==> config.mk <==
export PLATFORM = sky130hd
export DESIGN_NAME = mwm_div_step
export DESIGN_NICKNAME = d
export VERILOG_FILES = /design/src/rtl/mwm_pkg.sv /design/src/rtl/mwm_div_step.sv
export SDC_FILE = /design/constraint.sdc
export NUM_CORES = 1
export LEC_CHECK = 0
export BUFFER_PORTS_ARGS = -buffer_cell sky130_fd_sc_hd__buf_2
export CAP_MARGIN = 20
export CELL_PAD_IN_SITES_DETAIL_PLACEMENT = 1
export CELL_PAD_IN_SITES_GLOBAL_PLACEMENT = 1
export CORE_ASPECT_RATIO = 0.5
export CORE_UTILIZATION = 34
export DETAILED_ROUTE_END_ITERATION = 16
export GPL_ROUTABILITY_DRIVEN = 0
export MAX_ROUTING_LAYER = met4
export PLACE_DENSITY_LB_ADDON = 0.2
export SLEW_MARGIN = 10
export SYNTH_ARGS = -nofsm -noshare
export SYNTH_HDL_FRONTEND = slang
export SYNTH_SLANG_ARGS = --single-unit
export TNS_END_PERCENT = 30
==> constraint.sdc <==
create_clock -name clk -period 3.3 [get_ports clk]
set_input_delay 0.33 -clock clk [delete_from_list [all_inputs] [get_ports clk]]
set_output_delay 0.33 -clock clk [all_outputs]
set_load 0.02 [all_outputs]
==> src/rtl/mwm_pkg.sv <==
// Shared constants, types and table helper for the mecanum wheel mixer.
`default_nettype none
package mwm_pkg;

	// default sine table size
	localparam int SINE_ENTRIES_DEF = 1024;

	localparam int Q12_ONE   = 4096;
	localparam int FULL_TURN = 5760;
	localparam int HALF_TURN = 2880;

	localparam longint unsigned HALF_PI_Q30 = 64'd1686629713;

	// reciprocal of a full turn, 2^37 / 5760 rounded up; exact for the
	// operand ranges used here
	localparam int REC_SHIFT = 37;
	localparam logic [24:0] REC_TURN = 25'(((64'd1 << 37) + 64'd5759) / 64'd5760);

	// datapath widths
	localparam int DW   = 14;       // command and drive fields
	localparam int WW   = 22;       // mixed wheel values, signed
	localparam int QW   = 13;       // normalised quotient
	localparam int NUMW = WW + 12;  // divider remainder

	// operation codes
	localparam logic [1:0] OP_XY_TURN = 2'd0;
	localparam logic [1:0] OP_RL_STRAFE = 2'd1;
	localparam logic [1:0] OP_FIELD = 2'd2;
	localparam logic [1:0] OP_HOLD = 2'd3;

	// register indexes
	localparam logic [2:0] CFG_SLOW_ON = 3'd0;
	localparam logic [2:0] CFG_SLOW_SCALE = 3'd1;
	localparam logic [2:0] CFG_INVERT = 3'd2;
	localparam logic [2:0] CFG_NORM_ON = 3'd3;
	localparam logic [2:0] CFG_HOLD_GAIN = 3'd4;

	typedef struct packed {
		logic [1:0]           op;
		logic signed [DW-1:0] x;
		logic signed [DW-1:0] y;
		logic signed [DW-1:0] turn;
		logic signed [DW-1:0] rs;
		logic signed [DW-1:0] ls;
		logic signed [DW-1:0] st;
	} cmd_t;

	// side data carried alongside the divider lanes
	typedef struct packed {
		logic                 act;
		logic [3:0]           neg;
		logic [3:0][WW-1:0]   w;
	} div_side_t;

	// sine in Q12 of x radians in Q30, first quadrant; elaboration only
	function automatic logic [12:0] quarter_sine(input longint unsigned x);
		longint unsigned x2;
		longint unsigned t3;
		longint unsigned t5;
		longint unsigned t7;
		longint unsigned t9;
		longint s;
		x2 = (x * x) >> 30;
		t3 = ((x * x2) >> 30) / 6;
		t5 = ((t3 * x2) >> 30) / 20;
		t7 = ((t5 * x2) >> 30) / 42;
		t9 = ((t7 * x2) >> 30) / 72;
		s = longint'(x) - longint'(t3) + longint'(t5) - longint'(t7) + longint'(t9);
		if (s < 0) begin
			s = 0;
		end
		return 13'(($unsigned(s) + 64'd131072) >> 18);
	endfunction

endpackage
`default_nettype wire

==> src/rtl/mwm_div_step.sv <==
// One restoring division step for the four normalisation lanes.
`default_nettype none
module mwm_div_step import mwm_pkg::*; #(
	parameter int J = 0
) (
	input  wire logic                   clk,
	input  wire logic                   en,
	input  wire logic [3:0][NUMW-1:0]   rem_in,
	input  wire logic [3:0][QW-1:0]     quo_in,
	input  wire logic [WW-1:0]          den_in,
	input  wire div_side_t              side_in,
	output logic [3:0][NUMW-1:0]        rem_out,
	output logic [3:0][QW-1:0]          quo_out,
	output logic [WW-1:0]               den_out,
	output div_side_t                   side_out
);

	logic [NUMW-1:0]          dsh;
	logic [3:0][NUMW-1:0]     rem_n;
	logic [3:0][QW-1:0]       quo_n;

	// trial subtract of the shifted divisor
	always_comb begin
		dsh = NUMW'(den_in) << J;
		for (int i = 0; i < 4; i++) begin
			if (rem_in[i] >= dsh) begin
				rem_n[i] = rem_in[i] - dsh;
				quo_n[i] = quo_in[i] | (QW'(1) << J);
			end else begin
				rem_n[i] = rem_in[i];
				quo_n[i] = quo_in[i];
			end
		end
	end

	always_ff @(posedge clk) begin
		if (en) begin
			rem_out <= rem_n;
			quo_out <= quo_n;
			den_out <= den_in;
			side_out <= side_in;
		end
	end

endmodule
`default_nettype wire

==> implementation parameters <==
Parameter                              Value

Status
  Status ... finished, final reports clean

Critical path
  Highest fanout seen on the critical path ... 4
  Worst endpoint required time ... 3630 ps
  Crit path capture type ... register
  Arrival @ worst endpoint ... 3620 ps
  Top cell family by delay on the critical path ... compound AO/OA/AOI/OAI gates
  Critical path's largest stage delay ... 550 ps
  Worst path buffer plus inverter count ... 4
  Crit path launch type ... input port
  Library cell appearing most often on the critical path ... o31ai_1
  Critical path, cell by cell ... dlygate4sd3_1 -> buf_2 -> inv_1 -> ha_1 -> a21oi_1 -> a32oi_1 -> o31ai_1 -> o21ai_0 -> buf_4 -> a211oi_4 -> or2_1 -> a2111oi_0 -> o31ai_1 -> xnor2_1
  Library cell contributing the largest single delay on the critical path ... dlygate4sd3_1
  Worst setup path class ... in -> reg
  WP depth ... 14

Synth
  Leading register cell type out of synthesis ... edfxtp_1
  Number of enable flip-flop cells after synthesis ... 303
  Synthesized netlist cell count ... 1326
  Post-Syn Area per Cell ... 11.84 sq um
  Synthesized Nets ... 1723
  Flip-flop and latch count after synthesis ... 303
  Synth Cell Area ... 15700 sq um
  FFs w/ async S/R, synth ... 0%
  Register area share after synthesis ... 57.96%
  Synthesis Warnings ... 0
  Number of distinct standard cells referenced by the synthesized netlist ... 63

Clocking
  CTS tree ... built
  Clk slew on worst S/H paths ... 80 ps
  Maximum number of buffers from clock root to sink ... 3
  Post-CTS Repair Setup Buffers ... 0
  Root buffer cell ... clkbuf_16
  Num Clock Sinks ... 303
  CTS buffer count ... 30
  CTS H-tree depth ... 1

Placement
  Worst setup timing slack at the placement stage ... -251.5 ps
  Count of buffers inserted at the top-level ports ... 607
  Placed Area ... 20680 sq um
  Estimated wirelength of the detail-placed design ... 47.16 mm
  Placed cell count ... 2656

Route
  Routed wire length per instance ... 21.87 um
  DRT Pass-1 Iters ... 4
  Antenna Nets Post-Route ... 0
  Via count of the routed design ... 14419
  Number of vias per cell after detailed routing ... 4.986
  Number of DRC markers in iteration 0 ... 770
  # DRC ... 0
  Routed WL ... 63.24 mm

Die
  Core area ... 45350 sq um
  Initial Utilization ... 34.61%
  Row cnt ... 55
  Count of pins on the block boundary ... 608
  Height of the die ... 153.9 um
  Overall die area ... 47080 sq um
  Floorplan die width ... 305.9 um

Run
  Maximum capacitance violations ... 0

STA
  Setup violators final ... 0
  Final Critical Period ... 3286 ps
  FMAX ... 304.3 MHz
  Worst hold slack ... 32.41 ps
  Setup repair after global routing missed its margin ... true
  Fin. max-slew vios ... 0
  Fin crit share ... 99.59%
  Hold violation count in the final report ... 0
  Worst-Margin Slew ... 730.1 ps
  Headroom to the max-slew limit ... 51.33%
  Worst setup slack after layout ... 13.61 ps
  Post-Route Setup TNS ... 0 ps

Global routing
  Global-route total usage across every layer ... 26.69%
  Sum of overflow across all layers after global routing ... 0
  Largest net degree at the start of global routing ... 86
  Via count of the first global-routing pass ... 15335
  Initial antenna violation count ... 13
  First-pass GRT wire length ... 92.94 mm

Finish
  Commonest non-fill, non-tap cell in the layout ... buf_2
  Post-route core utilization ... 51.76%
  Final design instance area without fill ... 23470 sq um
  Count of placed standard cells in the final layout, fillers left out ... 2892
  Share of layout cells above drive strength 1 ... 37.35%
  Synthesis-to-finish area growth ... 49.52%
  Most frequent cells in the layout ... buf_2 (606), edfxtp_1 (303), dlygate4sd3_1 (167)
  Net total in the final layout ... 2654

Hold path
  Worst Hold Depth ... 3
  Class of the worst hold path ... in -> reg

Power and ir drop
  Ratio of total power to cell area ... 492.5 nW/um^2
  Peak supply drop ... 289.8 uV
  Design Power ... 11.56 mW
  Leakage component of the power ... 10.12 nW
[synthesized netlist by cell type, types with 8 or more instances]
cell | count | area, sq um
mux2_2 | 11 | 123.9
xor2_1 | 59 | 516.8
clkbuf_1 | 32 | 120.1
nor2b_1 | 12 | 75.07
xnor2_1 | 61 | 534.3
or3_1 | 14 | 87.58
o21ai_0 | 100 | 500.5
nand2b_1 | 18 | 112.6
o21a_1 | 15 | 112.6
a211oi_1 | 9 | 67.56
edfxtp_1 | 303 | 9099
nor3_1 | 33 | 165.2
nand2_1 | 126 | 473.0
a31oi_1 | 14 | 87.58
a21oi_1 | 100 | 500.5
nor4_1 | 13 | 81.33
ha_1 | 88 | 1101
a21o_1 | 43 | 322.8
nand4_1 | 17 | 106.4
nand3_1 | 30 | 150.1
inv_1 | 47 | 176.4
nor2_1 | 78 | 292.8
o21bai_1 | 8 | 60.06
[what timing repair did]
item / CTS / global route
endpoints found under the setup margin: 0 / 24
hold buffers: 167 / 0
endpoints found under the hold margin: 167 / 0
resized for setup: 0 / 13
[state kept, by name (all words and copies together) (netlist names)]
name	flops
quo_out	52
rem_out	136
den_out	22
side_out	93
[area by class of cell]
type / count / area [sq um]
fillers: 5071 / 21880
flip-flops and latches: 303 / 9099
multi-input cells: 942 / 6386
repair buffers: 933 / 6001
clock buffers: 35 / 769.5
well taps: 598 / 748.2
clock inverters: 21 / 259.0
inverters: 47 / 176.4
diodes: 13 / 32.53
[per-layer routing]
layer | vias up | GRT usage (%) | routed length, um
li1 | 6853 | - | -
met5 | - | - | 0
met2 | 318 | 49.30 | 34240
met4 | 0 | 9.572 | 1914
met1 | 7143 | 29.43 | 24700
met3 | 105 | 3.501 | 2390
[logic make-up after synthesis]
| logic type | after synthesis | share of synthesized area, % |
|---|---|---|
| adder cells (fa/ha/maj) | 92 | 7.524 |
| AO/OA/AOI/OAI | 334 | 12.92 |
| flip-flops | 303 | 57.96 |
| XOR/XNOR | 120 | 6.695 |
| multiplexers | 15 | 1.044 |
| AND/OR/NAND/NOR | 381 | 11.86 |
| buffers and inverters | 81 | 1.993 |
[final timing paths]
| kind | slack (ps) | from | endpoint |
|---|---|---|---|
| setup / recovery | 10 | den_in[8] | rem_out[127] |
| hold / removal | 30 | rem_in[11] | rem_out[11] |
[worst min-delay path: stages]
cell	delay (ps)
buf_2	90
nand2_1	40
o21ai_0	60
[power by group]
part,switching (mW),internal (mW),total (mW)
Clock,1.65,2.08,3.72
Sequential,0.118,4.73,4.85
Combinational,1.79,1.20,2.99
Power figures use the tool's default switching activity.
